--- src/rtl/core/quadratic_bezier_flattener_macros.svh ---
// assertion macros for the quadratic bezier flattener
`ifndef QUADRATIC_BEZIER_FLATTENER_MACROS_SVH
`define QUADRATIC_BEZIER_FLATTENER_MACROS_SVH
`ifndef NO_ASSERTIONS
// same-cycle implication, sampled on clk, off during reset
`define QBF_ASSERT(lbl, ante, cons) \
  lbl: assert property (@(posedge clk) disable iff (!rst_n) (ante) |-> (cons)) \
    else $error("qbf: assertion failed");
// next-cycle implication
`define QBF_ASSERT_NEXT(lbl, ante, cons) \
  lbl: assert property (@(posedge clk) disable iff (!rst_n) (ante) |=> (cons)) \
    else $error("qbf: assertion failed");
`else
`define QBF_ASSERT(lbl, ante, cons)
`define QBF_ASSERT_NEXT(lbl, ante, cons)
`endif
`endif

--- src/rtl/core/qbf_pkg.sv ---
// constants and helpers shared by the quadratic bezier flattener
`timescale 1ns / 1ps
package qbf_pkg;

  localparam int COORD_WIDTH_DEF = 16;
  localparam int MAX_STEPS_DEF   = 64;

  // step count register
  localparam int          STEP_W       = 3;
  localparam int          STEP_CAP     = 6;
  localparam logic [2:0]  STEP_RESET   = 3'd6;
  // shift amount 2*s for s up to STEP_CAP
  localparam int          SHIFT_W      = 4;

  localparam int NUM_AXES = 2;
  localparam int AXIS_X   = 0;
  localparam int AXIS_Y   = 1;

  // largest s with 2^s <= max_steps, capped
  function automatic int max_log2(input int max_steps);
    int s;
    s = 0;
    while (s < STEP_CAP && (1 << (s + 1)) <= max_steps) begin
      s = s + 1;
    end
    return s;
  endfunction

endpackage

--- src/rtl/core/quadratic_bezier_flattener.sv ---
// quadratic bezier flattener: curve in, run of line segments out
//
// Input channel (in_valid / in_stall): one request carries the control points
// P0, P1, P2. Result channel (out_valid / out_stall): 2^s segments per curve,
// each the exact rounded curve points at t=(k-1)/N and t=k/N; the final one
// has last_segment set. Config channel (cfg_valid / cfg_ready): writes s,
// taken at any time but meant to change only while the block is idle; s is
// limited to log2(MAX_STEPS) and to 6.
// Throughput: one segment per cycle while the output is not stalled; the next
// curve is taken on the cycle its predecessor issues its last segment, so runs
// follow one another with no gap. The segment counter sets the rate, issuing
// one curve point a cycle while the output is not held. The first segment
// passes the segment counter, weight stage, multiply stage, sum stage and
// output register in that order.
// Reset (rst_n low at a clock edge) empties the pipeline and sets s to 6.
// While a segment waits in the output register under out_stall the whole
// pipeline and the counter hold in place, empty slots ahead of it included.
`timescale 1ns / 1ps
`include "quadratic_bezier_flattener_macros.svh"
module quadratic_bezier_flattener #(
  parameter int COORD_WIDTH = qbf_pkg::COORD_WIDTH_DEF,
  parameter int MAX_STEPS   = qbf_pkg::MAX_STEPS_DEF
) (
  input  logic                          clk,
  input  logic                          rst_n,
  // configuration
  input  logic                          cfg_valid,
  output logic                          cfg_ready,
  input  logic [qbf_pkg::STEP_W-1:0]    cfg_step_count_log2,
  // curve requests
  input  logic                          in_valid,
  output logic                          in_stall,
  input  logic signed [COORD_WIDTH-1:0] in_p0_x,
  input  logic signed [COORD_WIDTH-1:0] in_p0_y,
  input  logic signed [COORD_WIDTH-1:0] in_p1_x,
  input  logic signed [COORD_WIDTH-1:0] in_p1_y,
  input  logic signed [COORD_WIDTH-1:0] in_p2_x,
  input  logic signed [COORD_WIDTH-1:0] in_p2_y,
  // segments
  output logic                          out_valid,
  input  logic                          out_stall,
  output logic signed [COORD_WIDTH-1:0] out_seg_start_x,
  output logic signed [COORD_WIDTH-1:0] out_seg_start_y,
  output logic signed [COORD_WIDTH-1:0] out_seg_end_x,
  output logic signed [COORD_WIDTH-1:0] out_seg_end_y,
  output logic                          out_last_segment
);
  import qbf_pkg::*;

  localparam int LIM    = max_log2(MAX_STEPS);
  localparam int CNT_W  = LIM + 1;
  localparam int WGT_W  = 2 * LIM + 1;
  localparam int PROD_W = COORD_WIDTH + WGT_W;
  localparam logic [COORD_WIDTH-1:0] HALF = {1'b1, {(COORD_WIDTH-1){1'b0}}};
  localparam logic [STEP_W-1:0]      LIM_S = STEP_W'(LIM);

  // configuration register
  logic [STEP_W-1:0] step_r;
  logic [STEP_W-1:0] step_eff;

  // curve sequencer
  logic                   cur_valid_r;
  logic [STEP_W-1:0]      s_r;
  logic [CNT_W-1:0]       k_r;
  logic [CNT_W-1:0]       n_cur;
  logic [CNT_W-1:0]       j_cur;
  logic [COORD_WIDTH-1:0] cur_a_r [NUM_AXES];
  logic [COORD_WIDTH-1:0] cur_b_r [NUM_AXES];
  logic [COORD_WIDTH-1:0] cur_c_r [NUM_AXES];
  logic [COORD_WIDTH-1:0] in_a [NUM_AXES];
  logic [COORD_WIDTH-1:0] in_b [NUM_AXES];
  logic [COORD_WIDTH-1:0] in_c [NUM_AXES];
  logic                   issue;
  logic                   issue_last;
  logic                   in_take;
  logic                   adv;
  logic [WGT_W-1:0]       w0_nxt;
  logic [WGT_W-1:0]       w1_nxt;
  logic [WGT_W-1:0]       w2_nxt;

  // stage 1: weights
  logic                   s1_valid_r;
  logic                   s1_first_r;
  logic                   s1_last_r;
  logic [STEP_W-1:0]      s1_s_r;
  logic [WGT_W-1:0]       s1_w0_r;
  logic [WGT_W-1:0]       s1_w1_r;
  logic [WGT_W-1:0]       s1_w2_r;
  logic [COORD_WIDTH-1:0] s1_a_r [NUM_AXES];
  logic [COORD_WIDTH-1:0] s1_b_r [NUM_AXES];
  logic [COORD_WIDTH-1:0] s1_c_r [NUM_AXES];

  // stage 2: products
  logic                   s2_valid_r;
  logic                   s2_first_r;
  logic                   s2_last_r;
  logic [STEP_W-1:0]      s2_s_r;
  logic [PROD_W-1:0]      s2_pa_r [NUM_AXES];
  logic [PROD_W-1:0]      s2_pb_r [NUM_AXES];
  logic [PROD_W-1:0]      s2_pc_r [NUM_AXES];
  logic [COORD_WIDTH-1:0] s2_p0_r [NUM_AXES];
  logic [PROD_W-1:0]      s2_rnd;

  // stage 3: rounded sums
  logic                   s3_valid_r;
  logic                   s3_first_r;
  logic                   s3_last_r;
  logic [STEP_W-1:0]      s3_s_r;
  logic [PROD_W-1:0]      s3_sum_r [NUM_AXES];
  logic [COORD_WIDTH-1:0] s3_p0_r  [NUM_AXES];
  logic [COORD_WIDTH-1:0] pt       [NUM_AXES];
  logic [PROD_W-1:0]      shifted  [NUM_AXES];

  // output register
  logic                   out_valid_r;
  logic                   out_last_r;
  logic [COORD_WIDTH-1:0] out_start_r [NUM_AXES];
  logic [COORD_WIDTH-1:0] out_end_r   [NUM_AXES];
  logic [COORD_WIDTH-1:0] prev_r      [NUM_AXES];

  assign cfg_ready = 1'b1;
  assign step_eff  = (step_r > LIM_S) ? LIM_S : step_r;

  // whole pipeline moves together unless the output register is held
  assign adv        = !out_valid_r || !out_stall;
  assign issue      = cur_valid_r && adv;
  assign n_cur      = CNT_W'(1) << s_r;
  assign j_cur      = n_cur - k_r;
  assign issue_last = issue && (k_r == n_cur);
  assign in_stall   = cur_valid_r && !issue_last;
  assign in_take    = in_valid && !in_stall;

  assign w0_nxt = WGT_W'(j_cur) * WGT_W'(j_cur);
  assign w1_nxt = (WGT_W'(k_r) * WGT_W'(j_cur)) << 1;
  assign w2_nxt = WGT_W'(k_r) * WGT_W'(k_r);

  // coordinates offset to unsigned; weights sum to n^2 so the offset drops out
  always_comb begin
    in_a[AXIS_X] = in_p0_x ^ HALF;
    in_a[AXIS_Y] = in_p0_y ^ HALF;
    in_b[AXIS_X] = in_p1_x ^ HALF;
    in_b[AXIS_Y] = in_p1_y ^ HALF;
    in_c[AXIS_X] = in_p2_x ^ HALF;
    in_c[AXIS_Y] = in_p2_y ^ HALF;
  end

  assign s2_rnd = (s2_s_r == '0) ? '0 :
                  (PROD_W'(1) << ({s2_s_r, 1'b0} - SHIFT_W'(1)));

  always_comb begin
    for (int ax = 0; ax < NUM_AXES; ax++) begin
      shifted[ax] = s3_sum_r[ax] >> {s3_s_r, 1'b0};
      pt[ax]      = shifted[ax][COORD_WIDTH-1:0] ^ HALF;
    end
  end

  // control state
  always_ff @(posedge clk) begin
    if (!rst_n) begin
      step_r      <= STEP_RESET;
      cur_valid_r <= 1'b0;
      s1_valid_r  <= 1'b0;
      s2_valid_r  <= 1'b0;
      s3_valid_r  <= 1'b0;
      out_valid_r <= 1'b0;
    end else begin
      if (cfg_valid && cfg_ready) begin
        step_r <= cfg_step_count_log2;
      end
      if (in_take) begin
        cur_valid_r <= 1'b1;
      end else if (issue_last) begin
        cur_valid_r <= 1'b0;
      end
      if (adv) begin
        s1_valid_r  <= cur_valid_r;
        s2_valid_r  <= s1_valid_r;
        s3_valid_r  <= s2_valid_r;
        out_valid_r <= s3_valid_r;
      end
    end
  end

  // sequencer payload
  always_ff @(posedge clk) begin
    if (in_take) begin
      s_r <= step_eff;
      k_r <= CNT_W'(1);
      for (int ax = 0; ax < NUM_AXES; ax++) begin
        cur_a_r[ax] <= in_a[ax];
        cur_b_r[ax] <= in_b[ax];
        cur_c_r[ax] <= in_c[ax];
      end
    end else if (issue) begin
      k_r <= k_r + CNT_W'(1);
    end
  end

  // pipeline payload
  always_ff @(posedge clk) begin
    if (adv) begin
      s1_first_r <= (k_r == CNT_W'(1));
      s1_last_r  <= (k_r == n_cur);
      s1_s_r     <= s_r;
      s1_w0_r    <= w0_nxt;
      s1_w1_r    <= w1_nxt;
      s1_w2_r    <= w2_nxt;
      s2_first_r <= s1_first_r;
      s2_last_r  <= s1_last_r;
      s2_s_r     <= s1_s_r;
      s3_first_r <= s2_first_r;
      s3_last_r  <= s2_last_r;
      s3_s_r     <= s2_s_r;
      for (int ax = 0; ax < NUM_AXES; ax++) begin
        s1_a_r[ax]   <= cur_a_r[ax];
        s1_b_r[ax]   <= cur_b_r[ax];
        s1_c_r[ax]   <= cur_c_r[ax];
        s2_pa_r[ax]  <= PROD_W'(s1_a_r[ax]) * PROD_W'(s1_w0_r);
        s2_pb_r[ax]  <= PROD_W'(s1_b_r[ax]) * PROD_W'(s1_w1_r);
        s2_pc_r[ax]  <= PROD_W'(s1_c_r[ax]) * PROD_W'(s1_w2_r);
        s2_p0_r[ax]  <= s1_a_r[ax];
        s3_sum_r[ax] <= s2_pa_r[ax] + s2_pb_r[ax] + s2_pc_r[ax] + s2_rnd;
        s3_p0_r[ax]  <= s2_p0_r[ax];
      end
      if (s3_valid_r) begin
        out_last_r <= s3_last_r;
        for (int ax = 0; ax < NUM_AXES; ax++) begin
          // first segment starts at P0 exactly
          out_start_r[ax] <= s3_first_r ? (s3_p0_r[ax] ^ HALF) : prev_r[ax];
          out_end_r[ax]   <= pt[ax];
          prev_r[ax]      <= pt[ax];
        end
      end
    end
  end

  assign out_valid        = out_valid_r;
  assign out_last_segment = out_last_r;
  assign out_seg_start_x  = out_start_r[AXIS_X];
  assign out_seg_start_y  = out_start_r[AXIS_Y];
  assign out_seg_end_x    = out_end_r[AXIS_X];
  assign out_seg_end_y    = out_end_r[AXIS_Y];

  // segment counter stays within 1..n while a curve is active
  `QBF_ASSERT(a_k_range, cur_valid_r, (k_r != '0) && (k_r <= n_cur))
  // a held pipeline keeps its points
  `QBF_ASSERT_NEXT(a_s3_hold, s3_valid_r && !adv, s3_valid_r)
  // segments of one curve join end to start
  `QBF_ASSERT_NEXT(a_chain, out_valid && !out_stall && !out_last_segment,
    !out_valid || (out_seg_start_x == $past(out_seg_end_x) &&
                   out_seg_start_y == $past(out_seg_end_y)))

endmodule
--- config.mk ---
export PLATFORM = sky130hd
export DESIGN_NAME = quadratic_bezier_flattener
export DESIGN_NICKNAME = d
export VERILOG_FILES = /design/src/rtl/core/qbf_pkg.sv /design/src/rtl/core/quadratic_bezier_flattener.sv
export VERILOG_INCLUDE_DIRS = /design/src /design/src/rtl/core
export SDC_FILE = /design/constraint.sdc
export NUM_CORES = 2
export LEC_CHECK = 0
export BUFFER_PORTS_ARGS = -buffer_cell sky130_fd_sc_hd__buf_4
export CAP_MARGIN = 40
export CORE_MARGIN = 4
export CORE_UTILIZATION = 40
export CTS_CLUSTER_SIZE = 8
export DETAILED_ROUTE_END_ITERATION = 10
export GPL_ROUTABILITY_DRIVEN = 1
export REMOVE_ABC_BUFFERS = 1
export SYNTH_ARGS = -nofsm -noshare
export SYNTH_HDL_FRONTEND = slang
export SYNTH_SLANG_ARGS = --single-unit
--- constraint.sdc ---
create_clock -name clk -period 11.8 [get_ports clk]
set_input_delay 2.36 -clock clk [delete_from_list [all_inputs] [get_ports clk]]
set_output_delay 2.36 -clock clk [all_outputs]
set_load 0.01 [all_outputs]
# Yosys cells after proc, flatten, opt, wreduce, memory -nomap -nowiden
# Memories as Yosys holds them, arrays and structs flattened.
# Index checks and enable logic that the tools add are counted.
# Widths: inputs -> output; s select.
# word_totals
regBits	72
output_inout_bits	68
word_cells	95
mem_bits_rw	582
mem_count	15
# mem_list
name	words	word_bits	rd	rd_clocked_by_memory_dff	wr	line	text
s2_pa_r	2	29	2	0	2	quadratic_bezier_flattener.sv:98	logic [PROD_W-1:0] s2_pa_r [NUM_AXES];
s2_pc_r	2	29	2	0	2	quadratic_bezier_flattener.sv:100	logic [PROD_W-1:0] s2_pc_r [NUM_AXES];
s3_sum_r	2	29	2	0	2	quadratic_bezier_flattener.sv:109	logic [PROD_W-1:0] s3_sum_r [NUM_AXES];
s2_pb_r	2	28	2	0	2	quadratic_bezier_flattener.sv:99	logic [PROD_W-1:0] s2_pb_r [NUM_AXES];
cur_a_r	2	16	2	0	2	quadratic_bezier_flattener.sv:67	logic [COORD_WIDTH-1:0] cur_a_r [NUM_AXES];
cur_b_r	2	16	2	0	2	quadratic_bezier_flattener.sv:68	logic [COORD_WIDTH-1:0] cur_b_r [NUM_AXES];
+9 memories	-	-	-	-	-	-	
# op_classes
mux	12
shifts	4
n_addsub	9
eq_ne	2
bitwise	10
order_cmp	1
n_mul	9
reduce_logical	12
# op_table
cell	n
$add 29x29->29	6
$mul 16x13->29	4
$shr 29x4->16	2
$mul 16x12->28	2
$mux 16	2
$mux 29	1
$shl 1x4->29 const A	1
$mul 7x7->13	2
$mul 7x7->12	1
$not 1->1	10
$mux 1	9
$add 7x1->7 const B	1
$eq 7x1->1 const B	1
$eq 7x7->1	1
$shl 1x3->7 const A	1
$sub 7x7->7	1
$logic_and 1x1->1	4
$logic_not 1->1	4
$sub 4x1->4 const B	1
$gt 3x3->1 const B	1
$logic_not 3->1	1
$reduce_and 2->1	1
$reduce_bool 2->1	1
$logic_or 1x1->1	1

# Logic depth before layout (Yosys ltp)
# logic_depth
word_depth	10
ltp_mapped	27

# Worst setup path after synthesis
# No wires, ideal clock.
# synth_timing
path_kind	input -> register
startpoint	input out_stall
endpoint	register out_last_r, in the netlist out_last_segment, enable pin
arrival_ps	9316
required_ps	11370
path_stages	4
n_path_buf	1
setup_slack_ps	2054
cell_sequence	and2_1 clkbuf_1 inv_2 and2_1
# synth_via
elab_chain_len	3
# synth_rtl
item	line	text
from (decl)	quadratic_bezier_flattener.sv:41	input logic out_stall,
$logic_not 1->1	quadratic_bezier_flattener.sv:125	assign adv = !out_valid_r || !out_stall;
$logic_or 1x1->1	quadratic_bezier_flattener.sv:125	
$reduce_and 2->1 (no source line)	-	
to (signal assigned)	quadratic_bezier_flattener.sv:226	out_last_r <= s3_last_r;
to (decl)	quadratic_bezier_flattener.sv:116	logic out_last_r;
# No other way between the ends.
# A chain may end at the register's enable or synchronous reset.

# Worst setup path in the final report
# layout_timing
startpoint	register s_r[2]
endpoint	register s1_w0_r[12] (data pin)
# layout_via
elab_chain_len	3
# layout_rtl
item	line	text
from (decl)	quadratic_bezier_flattener.sv:63	logic [STEP_W-1:0] s_r;
from (signal assigned)	quadratic_bezier_flattener.sv:187	s_r <= step_eff;
$shl 1x3->7	quadratic_bezier_flattener.sv:127	assign n_cur = CNT_W'(1) << s_r;
$sub 7x7->7	quadratic_bezier_flattener.sv:128	assign j_cur = n_cur - k_r;
$mul 7x7->13	quadratic_bezier_flattener.sv:133	assign w0_nxt = WGT_W'(j_cur) * WGT_W'(j_cur);
via w0_nxt[12]	quadratic_bezier_flattener.sv:77	logic [WGT_W-1:0] w0_nxt;
to (signal assigned)	quadratic_bezier_flattener.sv:205	s1_w0_r <= w0_nxt;
to (decl)	quadratic_bezier_flattener.sv:86	logic [WGT_W-1:0] s1_w0_r;
# The timed path passes the listed nets, and every way through them passes these cells.

==> metrics.txt <==
status=completed; largest stage delay on the critical path=0.55 ns; DIE AREA=173000 µm²; met2 Usage GRT=32.0%; Setup-failing EPs final=0; placed inst area=70300 µm²; setup repair bufs after CTS=0; Sink Count=620; row count=149; clk_lat worst skew=0.74 ns; WHS=0.398 ns; Top FF cell, synth=edfxtp_1; Die W=416 µm; Hold/Removal Path Class=reg2reg; kind of critical path=reg2reg; setup TNS=0 ns; first-pass GRT wire length=262000 µm; Starting DRT DRC Count=2596; number of global-route vias before repair=46963; max-slew violation count=0; Placer Congestion=0.870; Top Usage Layer GRT=met2; Avg Synthesized Cell Area=10.4 µm²; DRT Pass-1 Iters=5; share of layout cells above drive strength 1=6.32%; yosys warns=0; final hold violations=0; IO Count=172; post_cts resized=0; Layout Utilization=44.1%; Max Cap Viol=0; critical path's slowest cell=xor2_1; initial antenna violation count=5; CTS max path bufs=3; critical path, cell by cell=or3_1 > ha_1 > fa_1 > o21ai_1 > xor2_1 > inv_1 > nor2_1 > ha_1 > xnor2_1 > fa_1 > inv_1 > fa_1 > inv_1 > fa_1 > inv_1 > ha_1 > inv_1 > o21bai_1 > a21oi_1 > o21bai_1 > a21oi_1 > o21ai_0 > xnor2_1; Final period util=56.1%; detailed placement HPWL=124000 µm; Critical Path AT=7.09 ns; vias=43553; Async S/R FF share, synth=0%; core box area=165000 µm²; Port Buffers=170; CTS tree=done; GRT Total Usage=19.2%; Worst Setup End Kind=register; clock slew at reported path FFs=0.06 ns; Final min period=6.62 ns; GR Layer Usage met3=2.64%; nets@finish=8167; wirelength, routed=162000 µm; Seq/Total Area, Yosys=27.7%; Final ANT Viol Nets=0; clk_skew=0.0402 ns; Root Driver=clkbuf_16; drt via density=5.02; Mapped Cells=6379; P&R area growth vs syn=9.44%; number of synthesized flops with an enable pin=605; largest net degree at the start of global routing=165; FMAX=151 MHz; Max-slew headroom=36.5%; CP most frequent cell=inv_1; cts bufs inserted=92; Design Area, Final=72900 µm²; Synth Register Bits=620; post-cts hold buffer count=0; worst slew pin tran=0.952 ns; M1 GR Usage=25.7%; CTS H-tree lvls=3; RSZ-0062 raised after global routing=no; Distinct cells, synth=78; wire length per cell=18.6 µm; Req. time, crit path=12.26 ns; mapped cell area=66600 µm²; global route overflow=0; Die H=416 µm; Initial Util=40.3%; Remaining DRCs=0; Max FO, Critical Path=12; startpoint types=register
==> flip-flops by register name, indices dropped and copies added (netlist names), 7 cells and up <==
| name | cells |
|---|---|
| out_start_r | 32 |
| s1_b_r | 32 |
| s2_p0_r | 32 |
| cur_c_r | 32 |
| s2_pb_r | 56 |
| s2_pc_r | 58 |
| prev_r | 32 |
| s1_c_r | 32 |
| s1_w2_r | 12 |
| cur_b_r | 32 |
| s1_a_r | 32 |
| s3_sum_r | 58 |
| k_r | 7 |
| s3_p0_r | 32 |
| s2_pa_r | 58 |
| cur_a_r | 32 |
| s1_w0_r | 12 |
| s1_w1_r | 12 |
==> worst max-delay path: cells and delay by family (launching register included) <==
kind                       cells  cell delay (ns)
buffers and inverters          5             0.60
xor gates and xnor gates       3             0.85
AOI/OAI and AO/OA              6             0.99
adders and majority gates      7             2.77
and+or+nand+nor                2             0.69
DFF                            1             0.47
==> area by class of cell <==
cell class	count	area [µm²]
antenna	1	2.50
clock buffer	112	2420
clock inverter	15	241
fill	15673	92300
inverter	1297	4880
multi-input combinational	4217	42400
sequential	620	18500
tap	2189	2740
timing repair buffer	225	1800
==> final timing paths <==
| kind | startpoint | to | slack (ns) | cells past startpoint |
|---|---|---|---|---|
| worst max-delay path | s_r[2] | s1_w0_r[12] | 5.18 | 23 |
| worst min-delay path | cur_c_r[0][25] | s1_c_r[0][25] | 0.40 | 0 |
| worst max register to register | s_r[2] | s1_w0_r[12] | 5.18 | 23 |
| worst min register to register | cur_c_r[0][25] | s1_c_r[0][25] | 0.40 | 0 |
==> metal layers <==
| layer | vias up | wire length (µm) |
|---|---|---|
| li1 | 20129 | - |
| met3 | 250 | 7530 |
| met4 | 2 | 5990 |
| met2 | 956 | 77200 |
| met5 | - | 13 |
| met1 | 22216 | 71100 |
==> cells in the mapped netlist (27+ instances only) <==
master	n	area share (%)
o21a_1	33	0.37
nand3_1	27	0.20
mux2_2	52	0.88
o21ai_0	74	0.56
nor2_1	185	1.0
xor2_1	61	0.80
inv_1	1288	7.3
o21bai_1	29	0.33
nor2b_1	27	0.25
a21oi_1	178	1.3
and2_1	531	5.0
o21ai_1	43	0.32
nor3_1	39	0.29
nand2b_1	36	0.34
nand2_1	782	4.4
xnor2_1	176	2.3
mux2i_1	41	0.62
ha_1	652	12
clkbuf_1	240	1.4
edfxtp_1	605	27
fa_1	958	29
a21o_1	74	0.83
==> through the flow <==
step	setup WS (ns)	std cells
2_1_floorplan	2.14	6134
3_3_place_gp	5.47	8541
3_5_place_dp	5.32	8547
4_1_cts	5.29	8674
5_1_grt	4.83	8675
6_report	5.18	8676
==> cell families after synthesis <==
logic type,share of synthesized area [%]
AO/OA/AOI/OAI,5.30
flip-flops,27.7
buffers and inverters,8.72
multiplexers,1.77
other,0.0113
XOR/XNOR,3.12
adder cells (fa/ha/maj),41.0
AND/OR/NAND/NOR,12.4
==> cells in the final DEF (no fill, tap or decap), types with 7 or more instances in the layout <==
cell / n
a211oi_1: 13
a21o_1: 74
a21oi_1: 178
a31oi_1: 15
and2_1: 530
and3_1: 19
buf_4: 217
clkbuf_1: 17
clkbuf_16: 93
clkinv_1: 10
dfxtp_1: 15
edfxtp_1: 605
fa_1: 958
ha_1: 652
inv_1: 1288
mux2_2: 52
mux2i_1: 41
mux4_2: 8
nand2_1: 782
nand2b_1: 36
nand3_1: 27
nand4_1: 16
nor2_1: 185
nor2b_1: 26
nor3_1: 39
nor3b_1: 8
o211ai_1: 17
o21a_1: 33
o21ai_0: 74
o21ai_1: 43
o21bai_1: 29
o311ai_1: 7
or3_1: 15
xnor2_1: 176
xor2_1: 61
Power is left out: the tool's default activity adds up to more than one toggle a clock period on the data nets, which glitch-free logic cannot reach.
